<file path="config.mk">
export PLATFORM = sky130hd
export DESIGN_NAME = scancode_line_editor
export DESIGN_NICKNAME = d
export VERILOG_FILES = /design/src/design/sle_pkg.sv /design/src/design/sle_front.sv /design/src/design/sle_queue.sv /design/src/design/sle_back.sv /design/src/design/scancode_line_editor.sv
export SDC_FILE = /design/constraint.sdc
export NUM_CORES = 1
export LEC_CHECK = 0
export BUFFER_PORTS_ARGS = -buffer_cell sky130_fd_sc_hd__buf_2
export CAP_MARGIN = 25
export CORE_AREA = 2 2 218 220
export DETAILED_ROUTE_END_ITERATION = 6
export DIE_AREA = 0 0 220 222
export PLACE_DENSITY = 0.72
export SLEW_MARGIN = 40
export SYNTH_ARGS = -nofsm -noshare
export SYNTH_HDL_FRONTEND = slang
export SYNTH_SLANG_ARGS = --single-unit
</file>
<file path="constraint.sdc">
create_clock -name clk -period 7.05 [get_ports clk]
set_input_delay 0.705 -clock clk [delete_from_list [all_inputs] [get_ports clk]]
set_output_delay 0.705 -clock clk [all_outputs]
set_load 0.1 [all_outputs]
</file>
<file path="src/design/sle_pkg.sv">
// Package for the scancode line editor: command word type, shared constants,
// and the set-1 to ASCII lookup tables. No dependencies.
package sle_pkg;

    localparam int MAP_SIZE    = 58;
    localparam int HW_LIMIT    = 63;
    localparam int QUEUE_DEPTH = 2;

    localparam logic [7:0] SC_LSHIFT_MAKE  = 8'h2A;
    localparam logic [7:0] SC_RSHIFT_MAKE  = 8'h36;
    localparam logic [7:0] SC_LSHIFT_BREAK = 8'hAA;
    localparam logic [7:0] SC_RSHIFT_BREAK = 8'hB6;

    localparam logic [6:0] CH_NEWLINE   = 7'h0A;
    localparam logic [6:0] CH_BACKSPACE = 7'h08;

    localparam logic REG_MAX_LEN = 1'b0;
    localparam logic [6:0] MAX_LEN_RESET = 7'd64;

    typedef enum logic [1:0] {
        CMD_CHAR  = 2'd0,
        CMD_BKSP  = 2'd1,
        CMD_ENTER = 2'd2
    } cmd_kind_t;

    typedef struct packed {
        cmd_kind_t  kind;
        logic [6:0] ch;
    } cmd_t;

    localparam logic [6:0] PLAIN_ROM [0:MAP_SIZE-1] = '{
        7'h00, 7'h1B, 7'h31, 7'h32, 7'h33, 7'h34, 7'h35, 7'h36, 7'h37, 7'h38,
        7'h39, 7'h30, 7'h2D, 7'h3D, 7'h08, 7'h20,
        7'h71, 7'h77, 7'h65, 7'h72, 7'h74, 7'h79, 7'h75, 7'h69, 7'h6F, 7'h70,
        7'h5B, 7'h5D, 7'h0A, 7'h00,
        7'h61, 7'h73, 7'h64, 7'h66, 7'h67, 7'h68, 7'h6A, 7'h6B, 7'h6C,
        7'h3B, 7'h27, 7'h60, 7'h00, 7'h5C,
        7'h7A, 7'h78, 7'h63, 7'h76, 7'h62, 7'h6E, 7'h6D,
        7'h2C, 7'h2E, 7'h2F, 7'h00, 7'h2A, 7'h00, 7'h20
    };

    localparam logic [6:0] SHIFTED_ROM [0:MAP_SIZE-1] = '{
        7'h00, 7'h00, 7'h21, 7'h40, 7'h23, 7'h24, 7'h25, 7'h5E, 7'h26, 7'h2A,
        7'h28, 7'h29, 7'h5F, 7'h2B, 7'h08, 7'h20,
        7'h51, 7'h57, 7'h45, 7'h52, 7'h54, 7'h59, 7'h55, 7'h49, 7'h4F, 7'h50,
        7'h7B, 7'h7D, 7'h0A, 7'h00,
        7'h41, 7'h53, 7'h44, 7'h46, 7'h47, 7'h48, 7'h4A, 7'h4B, 7'h4C,
        7'h3A, 7'h22, 7'h7E, 7'h00, 7'h7C,
        7'h5A, 7'h58, 7'h43, 7'h56, 7'h42, 7'h4E, 7'h4D,
        7'h3C, 7'h3E, 7'h3F, 7'h00, 7'h2A, 7'h00, 7'h20
    };

endpackage

</file>
<file path="src/design/sle_front.sv">
// Front end of the line editor: takes scancode words, tracks shift and maps
// make codes to edit commands. Depends on sle_pkg.
module sle_front
    import sle_pkg::*;
(
    input  logic       clk,
    input  logic       rst_n,
    input  logic [7:0] scancode,
    input  logic       in_valid,
    output logic       in_ready,
    output logic       cmd_valid,
    output cmd_t       cmd,
    input  logic       cmd_ready
);

    logic       shift_reg;
    logic       shift_next;
    logic       accept;
    logic       is_cmd;
    logic [6:0] ch;

    assign in_ready = cmd_ready;
    assign accept   = in_valid && cmd_ready;

    always_comb
    begin
        shift_next = shift_reg;
        is_cmd     = 1'b0;
        ch         = '0;
        cmd.kind   = CMD_CHAR;
        if (scancode == SC_LSHIFT_MAKE || scancode == SC_RSHIFT_MAKE)
        begin
            shift_next = 1'b1;
        end
        else if (scancode == SC_LSHIFT_BREAK || scancode == SC_RSHIFT_BREAK)
        begin
            shift_next = 1'b0;
        end
        else if (scancode != 8'd0 && !scancode[7] && scancode < 8'(MAP_SIZE))
        begin
            ch     = shift_reg ? SHIFTED_ROM[scancode[5:0]] : PLAIN_ROM[scancode[5:0]];
            is_cmd = (ch != 7'd0);
            if (ch == CH_NEWLINE)
            begin
                cmd.kind = CMD_ENTER;
            end
            else if (ch == CH_BACKSPACE)
            begin
                cmd.kind = CMD_BKSP;
            end
        end
        cmd.ch    = ch;
        cmd_valid = in_valid && is_cmd;
    end

    always_ff @(posedge clk or negedge rst_n)
    begin
        if (!rst_n)
        begin
            shift_reg <= 1'b0;
        end
        else if (accept)
        begin
            shift_reg <= shift_next;
        end
    end

endmodule

</file>
<file path="src/design/sle_queue.sv">
// Short command queue between front and back of the line editor.
// Depends on sle_pkg.
module sle_queue
    import sle_pkg::*;
(
    input  logic clk,
    input  logic rst_n,
    input  logic in_valid,
    output logic in_ready,
    input  cmd_t in_cmd,
    output logic out_valid,
    input  logic out_ready,
    output cmd_t out_cmd
);

    localparam int PTR_W = (QUEUE_DEPTH > 1) ? $clog2(QUEUE_DEPTH) : 1;
    localparam int CNT_W = $clog2(QUEUE_DEPTH + 1);

    cmd_t             slot_reg [0:QUEUE_DEPTH-1];
    logic [PTR_W-1:0] wr_ptr_reg;
    logic [PTR_W-1:0] rd_ptr_reg;
    logic [CNT_W-1:0] count_reg;
    logic             push;
    logic             pop;

    assign in_ready  = (count_reg != CNT_W'(QUEUE_DEPTH));
    assign out_valid = (count_reg != '0);
    assign out_cmd   = slot_reg[rd_ptr_reg];
    assign push      = in_valid && in_ready;
    assign pop       = out_valid && out_ready;

    always_ff @(posedge clk)
    begin
        if (push)
        begin
            slot_reg[wr_ptr_reg] <= in_cmd;
        end
    end

    always_ff @(posedge clk or negedge rst_n)
    begin
        if (!rst_n)
        begin
            wr_ptr_reg <= '0;
            rd_ptr_reg <= '0;
            count_reg  <= '0;
        end
        else
        begin
            if (push)
            begin
                wr_ptr_reg <= (wr_ptr_reg == PTR_W'(QUEUE_DEPTH - 1)) ? '0 : wr_ptr_reg + 1'b1;
            end
            if (pop)
            begin
                rd_ptr_reg <= (rd_ptr_reg == PTR_W'(QUEUE_DEPTH - 1)) ? '0 : rd_ptr_reg + 1'b1;
            end
            if (push && !pop)
            begin
                count_reg <= count_reg + 1'b1;
            end
            else if (pop && !push)
            begin
                count_reg <= count_reg - 1'b1;
            end
        end
    end

endmodule

</file>
<file path="src/design/sle_back.sv">
// Back end of the line editor: line store, cursor, echo and line delivery
// through an output register. Depends on sle_pkg.
module sle_back
    import sle_pkg::*;
#(
    parameter int LINE_CAP = 64
)
(
    input  logic       clk,
    input  logic       rst_n,
    input  logic [6:0] max_len,
    input  logic       cmd_valid,
    output logic       cmd_ready,
    input  cmd_t       cmd,
    output logic       out_valid,
    input  logic       out_ready,
    output logic [6:0] out_char,
    output logic       is_echo,
    output logic [5:0] line_length,
    output logic       last
);

    localparam int STORE_DEPTH = (LINE_CAP < 64) ? LINE_CAP : 64;
    localparam int ADDR_W      = $clog2(STORE_DEPTH);
    localparam int CAP_LIM     = (LINE_CAP - 1 < HW_LIMIT) ? LINE_CAP - 1 : HW_LIMIT;

    typedef enum logic [1:0] {
        ST_IDLE  = 2'b01,
        ST_DRAIN = 2'b10
    } state_t;

    state_t      state_reg, state_next;
    logic [5:0]  pos_reg, pos_next;
    logic [5:0]  idx_reg, idx_next;
    logic [5:0]  fin_len_reg, fin_len_next;
    logic [6:0]  store [0:STORE_DEPTH-1];
    logic [6:0]  rd_data_reg;
    logic        mem_we;

    logic        out_valid_reg;
    logic [6:0]  out_char_reg;
    logic        out_echo_reg;
    logic [5:0]  out_len_reg;
    logic        out_last_reg;

    logic        load;
    logic [6:0]  load_char;
    logic        load_echo;
    logic [5:0]  load_len;
    logic        load_last;
    logic        out_free;
    logic [6:0]  lim_raw;
    logic [5:0]  limit;

    assign out_free  = !out_valid_reg || out_ready;
    assign cmd_ready = (state_reg == ST_IDLE) && out_free;

    always_comb
    begin
        lim_raw = (max_len == 7'd0) ? 7'd0 : max_len - 7'd1;
        limit   = (lim_raw > 7'(CAP_LIM)) ? 6'(CAP_LIM) : lim_raw[5:0];
    end

    always_comb
    begin
        state_next   = state_reg;
        pos_next     = pos_reg;
        idx_next     = idx_reg;
        fin_len_next = fin_len_reg;
        mem_we       = 1'b0;
        load         = 1'b0;
        load_char    = cmd.ch;
        load_echo    = 1'b1;
        load_len     = pos_reg;
        load_last    = 1'b1;
        unique case (state_reg)
            ST_IDLE:
            begin
                if (cmd_valid && out_free)
                begin
                    case (cmd.kind)
                        CMD_ENTER:
                        begin
                            load      = 1'b1;
                            load_char = CH_NEWLINE;
                            load_len  = pos_reg;
                            load_last = (pos_reg == 6'd0);
                            idx_next  = '0;
                            pos_next  = '0;
                            fin_len_next = pos_reg;
                            if (pos_reg != 6'd0)
                            begin
                                state_next = ST_DRAIN;
                            end
                        end
                        CMD_BKSP:
                        begin
                            if (pos_reg != 6'd0)
                            begin
                                load      = 1'b1;
                                load_char = CH_BACKSPACE;
                                pos_next  = pos_reg - 6'd1;
                                load_len  = pos_reg - 6'd1;
                            end
                        end
                        default:
                        begin
                            if (pos_reg < limit)
                            begin
                                mem_we   = 1'b1;
                                load     = 1'b1;
                                pos_next = pos_reg + 6'd1;
                                load_len = pos_reg + 6'd1;
                            end
                        end
                    endcase
                end
            end
            ST_DRAIN:
            begin
                load_char = rd_data_reg;
                load_echo = 1'b0;
                load_len  = fin_len_reg;
                load_last = ({1'b0, idx_reg} + 7'd1 == {1'b0, fin_len_reg});
                if (out_free)
                begin
                    load     = 1'b1;
                    idx_next = idx_reg + 6'd1;
                    if (load_last)
                    begin
                        state_next = ST_IDLE;
                    end
                end
            end
            default:
            begin
                state_next = ST_IDLE;
            end
        endcase
    end

    always_ff @(posedge clk)
    begin
        if (mem_we)
        begin
            store[pos_reg[ADDR_W-1:0]] <= cmd.ch;
        end
        rd_data_reg <= store[idx_next[ADDR_W-1:0]];
    end

    always_ff @(posedge clk)
    begin
        if (load)
        begin
            out_char_reg <= load_char;
            out_echo_reg <= load_echo;
            out_len_reg  <= load_len;
            out_last_reg <= load_last;
        end
        fin_len_reg <= fin_len_next;
        idx_reg     <= idx_next;
    end

    always_ff @(posedge clk or negedge rst_n)
    begin
        if (!rst_n)
        begin
            state_reg     <= ST_IDLE;
            pos_reg       <= '0;
            out_valid_reg <= 1'b0;
        end
        else
        begin
            state_reg <= state_next;
            pos_reg   <= pos_next;
            if (load)
            begin
                out_valid_reg <= 1'b1;
            end
            else if (out_ready)
            begin
                out_valid_reg <= 1'b0;
            end
        end
    end

    assign out_valid   = out_valid_reg;
    assign out_char    = out_char_reg;
    assign is_echo     = out_echo_reg;
    assign line_length = out_len_reg;
    assign last        = out_last_reg;

endmodule

</file>
<file path="src/design/scancode_line_editor.sv">
// Top level of the scancode line editor: front end, command queue, back end
// and the configuration register port. Depends on sle_pkg and its submodules.
//
// Scancode words are taken one per cycle while the two-entry command queue has
// room; shift, break and unmapped codes leave no trace in the queue. The back
// end does one command per cycle while idle with its output free; a character
// or backspace echoes one word unless the line is full or empty, and Enter on
// a line of n characters gives n+1 words, read one a cycle from the line store
// while the output is free. Results wait in an output register, so input flows
// while the sink stalls until the queue fills. max_len sits at byte address 0.
module scancode_line_editor
    import sle_pkg::*;
#(
    parameter int LINE_CAP = 64
)
(
    input  logic        clk,
    input  logic        rst_n,
    input  logic        psel,
    input  logic        penable,
    input  logic        pwrite,
    input  logic [2:0]  paddr,
    input  logic [31:0] pwdata,
    output logic [31:0] prdata,
    output logic        pready,
    input  logic        s_tvalid,
    output logic        s_tready,
    input  logic [7:0]  s_tdata,   // [7:0] scancode
    output logic        m_tvalid,
    input  logic        m_tready,
    output logic [15:0] m_tdata,   // [6:0] out_char, [12:7] line_length, [15:13] zero
    output logic        m_tuser,   // [0] is_echo
    output logic        m_tlast
);

    logic [6:0] max_len_reg;
    logic       f_valid;
    logic       f_ready;
    cmd_t       f_cmd;
    logic       q_valid;
    logic       q_ready;
    cmd_t       q_cmd;
    logic [6:0] out_char;
    logic [5:0] line_length;

    assign pready = 1'b1;
    assign prdata = (paddr[2] == REG_MAX_LEN) ? {25'd0, max_len_reg} : 32'd0;

    always_ff @(posedge clk or negedge rst_n)
    begin
        if (!rst_n)
        begin
            max_len_reg <= MAX_LEN_RESET;
        end
        else if (psel && penable && pwrite && pready && paddr[2] == REG_MAX_LEN)
        begin
            max_len_reg <= pwdata[6:0];
        end
    end

    sle_front u_front (
        .clk       (clk),
        .rst_n     (rst_n),
        .scancode  (s_tdata),
        .in_valid  (s_tvalid),
        .in_ready  (s_tready),
        .cmd_valid (f_valid),
        .cmd       (f_cmd),
        .cmd_ready (f_ready)
    );

    sle_queue u_queue (
        .clk       (clk),
        .rst_n     (rst_n),
        .in_valid  (f_valid),
        .in_ready  (f_ready),
        .in_cmd    (f_cmd),
        .out_valid (q_valid),
        .out_ready (q_ready),
        .out_cmd   (q_cmd)
    );

    sle_back #(
        .LINE_CAP (LINE_CAP)
    ) u_back (
        .clk         (clk),
        .rst_n       (rst_n),
        .max_len     (max_len_reg),
        .cmd_valid   (q_valid),
        .cmd_ready   (q_ready),
        .cmd         (q_cmd),
        .out_valid   (m_tvalid),
        .out_ready   (m_tready),
        .out_char    (out_char),
        .is_echo     (m_tuser),
        .line_length (line_length),
        .last        (m_tlast)
    );

    assign m_tdata = {3'd0, line_length, out_char};

endmodule

</file>
Word level (Yosys, flattened, before mapping)
Memory sizes are Yosys's and may differ from the RTL's. A register that Yosys moved wholly into a read port is not among the register bits.
Index checks and enable logic that the tools add are counted.
{ "word_totals": {"register_bits": 48, "ramBits": 466, "rom_bits": 896, "inputBits": 50, "wordCells": 148, "mem_count": 4} }
{ "classes": {"addsub": 9, "order_cmp": 4, "eq_ne": 17, "muxes": 64, "n_bitwise": 2, "reduce_logical": 34} }
{ "memory_table": {"columns": ["memory", "depth", "width", "rd", "rd_clocked_by_memory_dff", "write_ports", "line_no", "rtl"], "rows": [
  ["(name not given)", 64, 7, 1, 0, 0, "sle_front.sv:41", "ch = shift_reg ? SHIFTED_ROM[scancode[5:0]] : PLAIN_ROM[scancode[5:0]];"],
  ["(name not given)", 64, 7, 1, 0, 0, "sle_front.sv:41", null],
  ["u_back.store", 64, 7, 1, 1, 1, "sle_back.sv:36", "logic [6:0] store [0:STORE_DEPTH-1];"],
  ["u_queue.slot_reg", 2, 9, 1, 0, 1, "sle_queue.sv:19", "cmd_t slot_reg [0:QUEUE_DEPTH-1];"]
]} }
{ "op_table": {"columns": ["operator", "n"], "rows": [
  ["$mux W7", 12],
  ["$pmux W6 S2", 4],
  ["$mux W6", 7],
  ["$pmux W7 S2", 2],
  ["$mux W1", 24],
  ["$mux W2", 11],
  ["$eq A8 B6 Y1 const B", 2],
  ["$eq A8 B8 Y1 const B", 2],
  ["$eq A7 B4 Y1 const B", 2],
  ["$logic_and A1 B1 Y1", 13],
  ["$add A6 B1 Y6 const B", 2],
  ["$lt A8 B6 Y1 const B", 1],
  ["$ne A2 B2 Y1 const B", 4],
  ["$reduce_bool A2 Y1", 4],
  ["$reduce_bool A8 Y1", 1],
  ["$add A6 B1 Y7 const B", 1],
  ["$eq A7 B6 Y1", 1],
  ["$ge A7 B7 Y1 const B", 1],
  ["$gt A7 B6 Y1 const B", 1],
  ["$logic_not A7 Y1", 1],
  ["$not A6 Y7", 1],
  ["$reduce_bool A7 Y1", 1],
  ["$sub A7 B1 Y7 const B", 1],
  ["$logic_not A6 Y1", 1],
  ["other kinds (18)", 30]
]} }

Longest topological paths before layout
{ "logic_depth": {"word_depth": 15, "depth_mapped": 15, "mapped_depth_nobuf": 15} }

By module
A second synthesis with hierarchy kept.
{ "unflattened": {"cells_unflattened": 1975, "hier_area_um2": 23575.1} }
{ "modules_own_cells": {"columns": ["mod", "instances", "cells_per_inst", "area_each_um2", "seq_area_each_um2"], "rows": [
  ["sle_back", 1, 1674, 20758.7, 14570.2],
  ["sle_front", 1, 202, 1390.1, 25.0],
  ["sle_queue", 1, 46, 860.8, 640.6],
  ["scancode_line_editor", 1, 53, 565.5, 176.4]
]} }

Worst setup path before layout
No wires, ideal clock.
{ "synth_timing": {"path_type": "register to register", "from": "register max_len_reg[3]", "to": "register u_back.out_echo_reg, in the netlist u_back.is_echo (enable)", "arrival_ns": 3.554, "slack_ns": 3.109, "stages_incl_launch_ff": 15, "period_less_slack_ns": 3.941, "cell_sequence": "dfrtp_1 nor2_1 nor4b_1 xnor2_1 nand3_1 a21oi_1 a21o_1 ha_1 a21o_1 a21o_1 a221o_1 a311o_1 nor2_2 a211oi_1 nor2_1"} }
{ "synth_via": {"elab_chain_len": 9, "elab_cells_between_ends": 10, "cone_classes": "1 x add/sub; 2 x order compare; 6 x mux; 1 x reduce/logical"} }
{ "synth_rtl": {"columns": ["item", "line_no", "rtl"], "rows": [
  ["start: declaration", "scancode_line_editor.sv:36", "logic [6:0] max_len_reg;"],
  ["start signal: assignment", "scancode_line_editor.sv:57", "max_len_reg <= pwdata[6:0];"],
  ["$sub A7 B1 Y7 or $logic_not A7 Y1 (tied branches)", "sle_back.sv:60", "lim_raw = (max_len == 7'd0) ? 7'd0 : max_len - 7'd1;"],
  ["$mux W7 (*)", "sle_back.sv:60", null],
  ["$gt A7 B6 Y1", "sle_back.sv:61", "limit = (lim_raw > 7'(CAP_LIM)) ? 6'(CAP_LIM) : lim_raw[5:0];"],
  ["$mux W6 (*)", "sle_back.sv:61", null],
  ["$lt A6 B6 Y1 (*)", "sle_back.sv:108", "if (pos_reg < limit)"],
  ["$mux W1 (*)", "sle_back.sv:108", null],
  ["$pmux W1 S2 (*)", "sle_back.sv:81", "case (cmd.kind)"],
  ["$mux W1 (*)", "sle_back.sv:79", "if (cmd_valid && out_free)"],
  ["$pmux W1 S2 (*)", "sle_back.sv:76", "unique case (state_reg)"],
  ["named net u_back.load", "sle_back.sv:46", "logic load;"],
  ["end signal: assignment", "sle_back.sv:156", "out_echo_reg <= load_echo;"],
  ["end: declaration", "sle_back.sv:42", "logic out_echo_reg;"]
]} }
The timed path passes the listed nets; every way through them passes the cells marked *.
A chain may end at the register's enable or synchronous reset.

Final worst setup path
{ "layout_timing": {"from": "register max_len_reg[3]", "to": "memory u_back.store[43][2] (enable)"} }
{ "layout_via": {"elab_chain_len": 11, "elab_cells_between_ends": 12, "cone_classes": "1 x add/sub; 2 x order compare; 8 x mux; 1 x reduce/logical"} }
{ "layout_rtl": {"columns": ["item", "line_no", "rtl"], "rows": [
  ["$sub A7 B1 Y7 or $logic_not A7 Y1 (tied branches)", "sle_back.sv:60", null],
  ["$mux W7 (*)", "sle_back.sv:60", null],
  ["$gt A7 B6 Y1", "sle_back.sv:61", null],
  ["$mux W6 (*)", "sle_back.sv:61", null],
  ["$lt A6 B6 Y1 (*)", "sle_back.sv:108", null],
  ["$mux W1 (*)", "sle_back.sv:108", null],
  ["$mux W1 (*)", "sle_back.sv:81", null],
  ["$mux W1 (*)", "sle_back.sv:79", null],
  ["$mux W1 (*)", "sle_back.sv:76", null],
  ["$mux W1 (*)", "sle_back.sv:144", "if (mem_we)"],
  ["$mux W1 (implied by the code) (*)", "sle_back.sv:146", "store[pos_reg[ADDR_W-1:0]] <= cmd.ch;"],
  ["end: declaration", "sle_back.sv:36", null]
]} }
Mark *: on every way between the ends. The rest lies on a longest branch, timed or not.

==> reports/metrics.yaml <==
synth_simple_gate_area_share_pct: 9.24
min_period_ns: 4.84
die_height_um: 222
hp-class: "in2async"
p_switching_mw: 4.33
area_growth_syn_to_layout_pct: 7.85
outcome: "finished, final reports clean"
total_power_mw: 11.0
cts_max_path_buffers: 3
cts_max_level: 2
register_area_um2: 15400
rr_startpoint: "max_len_reg[3]"
setup-tns-final_ns: 0
slew_headroom_pct: 39.4
skew_ns: 0.0123
clk_pin_slew_worst_paths_ns: 0.06
synth_xor_area_share_pct: 0.660
cp-start-kind: "flip-flop"
antenna_found_initial: 0
drive_above_1_share_pct: 14.3
tritoncts: "yes"
p_int_mw: 6.68
r2r-end: "u_back.store[43][2]"
clock_latency_ns: 0.60
worstSetupEndpointType: "flip-flop"
viasPerCell: 6.51
drtIter0Drc: 1764
wl_per_cell_um: 24.0
grt_pass1_vias: 15900
path_class: "reg2reg"
row_count: 79
synth.distinct_cells: 95
synth_seq_cells: 521
slew_violations: 0
place_ws_ns: 2.23
die_x_um: 220
largest_register_ffs: 448
synthArstFlopShare_pct: 4.03
synth.avg_cell_area_um2: 13.2
floorplan.die_area_um2: 48800
firstDrtPassIters: 6
grt_max_degree: 103
core_area_um2: 46300
ys_warn_count: 0
hpwl_um: 36900
setup_viol: 0
crit_fanout: 8
cts_setup_buffers: 0
holdWs_ns: 0.0843
pwr-share-seq_pct: 36.4
synth.cell_area_um2: 25200
ys_seq_area_share_pct: 61.1
fin_crit_sh_pct: 68.6
cts_made_buffers: 51
cts_root_buf: "clkbuf_16"
place.port_buffers: 46
rr_worst_depth: 14
diodes: 0
synth-edff-count: 487
tightest_slew_ns: 0.907
multiInputGateArea_um2: 8920
drc: 0
initial_utilization_pct: 54.5
layout_setup_ws_ns: 2.21
synth_top_flop_cell: "edfxtp_1"
swShare_pct: 39.3
grt_first_pass_wirelength_um: 92200
max_freq_mhz: 207
num-nets-final: 1961
p_leak_nw: 9.53
finalHoldViolations: 0
synth_fa_ha_area_share_pct: 1.19
num_io_pins: 103
synthMuxAreaShare_pct: 9.21
numClockSinks: 521
vias: 16500
max-cap-violations: 0
drt-total-wl_um: 60700
synth_compound_gate_area_share_pct: 14.3
synth_top_family_by_area: "compound AO/OA/AOI/OAI gates"
ir_drop_uv: 358
r2r_slack_ns: 2.21
syn_inst: 1911
ctsResizeCount: 0
p_per_area_nw_per_um2: 405
final_antenna_net_count: 0
fill_cells: 3605
grt-ovfl-total: 0
pwr-share-clk_pct: 23.4
cp_data_required_time_ns: 7.28
rsz0062_at_grt: "no"
comb_power_share_pct: 40.2
holdBufCountCts: 0
place_congestion: 0.875
grtUsageTotal_pct: 24.7
cp_data_arrival_time_ns: 5.06
critical path, cell delays in order, from the launching register on:
cell	delay [ns]
dfrtp_1	0.46
nor2_1	0.17
nor4b_1	0.32
xnor2_1	0.21
nand3_1	0.10
a21oi_1	0.20
a21o_1	0.12
ha_1	0.23
a21o_1	0.16
a21o_1	0.17
a221o_1	0.35
a311o_1	0.45
nor2_2	0.26
nand4b_1	0.52
nor2_1	0.73
how the worst max path moves through the flow:
stage	startpoint	endpoint	cells past startpoint
floorplan	max_len_reg[3]	u_back.is_echo	14
global placement	max_len_reg[2]	u_back.store[44][2]	14
detailed placement	max_len_reg[2]	u_back.store[44][6]	14
global route	max_len_reg[2]	u_back.store[43][2]	14
CTS	max_len_reg[2]	u_back.store[44][0]	14
finish	max_len_reg[3]	u_back.store[43][2]	14
placed cells by master, fill, tap and decap left out, types with 24 or more instances in the layout:
master     count
nand3_1       39
nor3_1        33
edfxtp_1     487
mux2_2        71
nand2b_1      28
a21oi_1       47
mux2i_1      150
a221oi_1      24
buf_2         46
a22oi_1       44
inv_1         25
nor2b_1       32
a31oi_1       27
and3_1        28
nor2_1       115
a211oi_1      34
conb_1        29
o21ai_0       73
clkbuf_16     52
a2111oi_0     32
o22ai_1       43
nand2_1       73
power by group through the flow:
stage | combinational [mW] | sequential (mW) | clock, mW
finish | 4.43 | 4.01 | 2.58
global route | 4.69 | 4.03 | 2.74
CTS | 4.40 | 4.00 | 2.61
detailed placement | 4.38 | 4.06 | 0
global placement | 4.28 | 4.05 | 0
floorplan | 3.14 | 4.27 | 0
cells by family after synthesis:
kind of cell,Yosys count
flip-flops,521
AO/OA/AOI/OAI,487
AND/OR/NAND/NOR,436
multiplexers,222
buffers and inverters,200
adder cells (fa/ha/maj),24
XOR/XNOR,19
other,2
routing by layer:
layer	vias up	global-route usage, %	part of all wire, %
met5	-	0	0
met4	0	9.18	3.6
met3	130	5.06	7.8
met2	738	39.6	48
met1	8187	33.1	40
li1	7436	-	-
through the flow:
step | instance area [µm²] | util, % | cells
finish | 27200 | 58.8 | 2535
global route | 27200 | 58.8 | 2535
CTS | 27200 | 58.8 | 2535
detailed placement | 25600 | 55.4 | 2441
global placement | 25600 | 55.3 | 2439
floorplan | 25300 | - | 1938
final cells by class:
cell class	count	share of cell area (%)
clock buffer	77	5.20
tap	607	2.79
timing repair buffer	69	1.66
inverter	27	0.372
sequential	521	56.7
multi-input combinational	1217	32.8
clock inverter	17	0.533
synth_stat cells, types with 25 or more instances:
| cell | instances | area share (%) |
|---|---|---|
| edfxtp_1 | 487 | 58 |
| mux2i_1 | 150 | 6.0 |
| nor2_1 | 116 | 1.7 |
| nand2_1 | 76 | 1.1 |
| o21ai_0 | 73 | 1.4 |
| mux2_2 | 71 | 3.2 |
| clkbuf_1 | 59 | 0.88 |
| a21oi_1 | 47 | 0.93 |
| buf_4 | 45 | 1.3 |
| a22oi_1 | 44 | 1.3 |
| o22ai_1 | 43 | 1.1 |
| buf_2 | 42 | 0.83 |
| nand3_1 | 39 | 0.77 |
| a211oi_1 | 34 | 1.0 |
| nor2b_1 | 34 | 0.84 |
| nor3_1 | 33 | 0.65 |
| a2111oi_0 | 32 | 1.1 |
| a31oi_1 | 28 | 0.69 |
| and3_1 | 28 | 0.69 |
| nand2b_1 | 28 | 0.69 |
| inv_1 | 25 | 0.37 |
No activity file was read; power rests on OpenSTA's default activity.
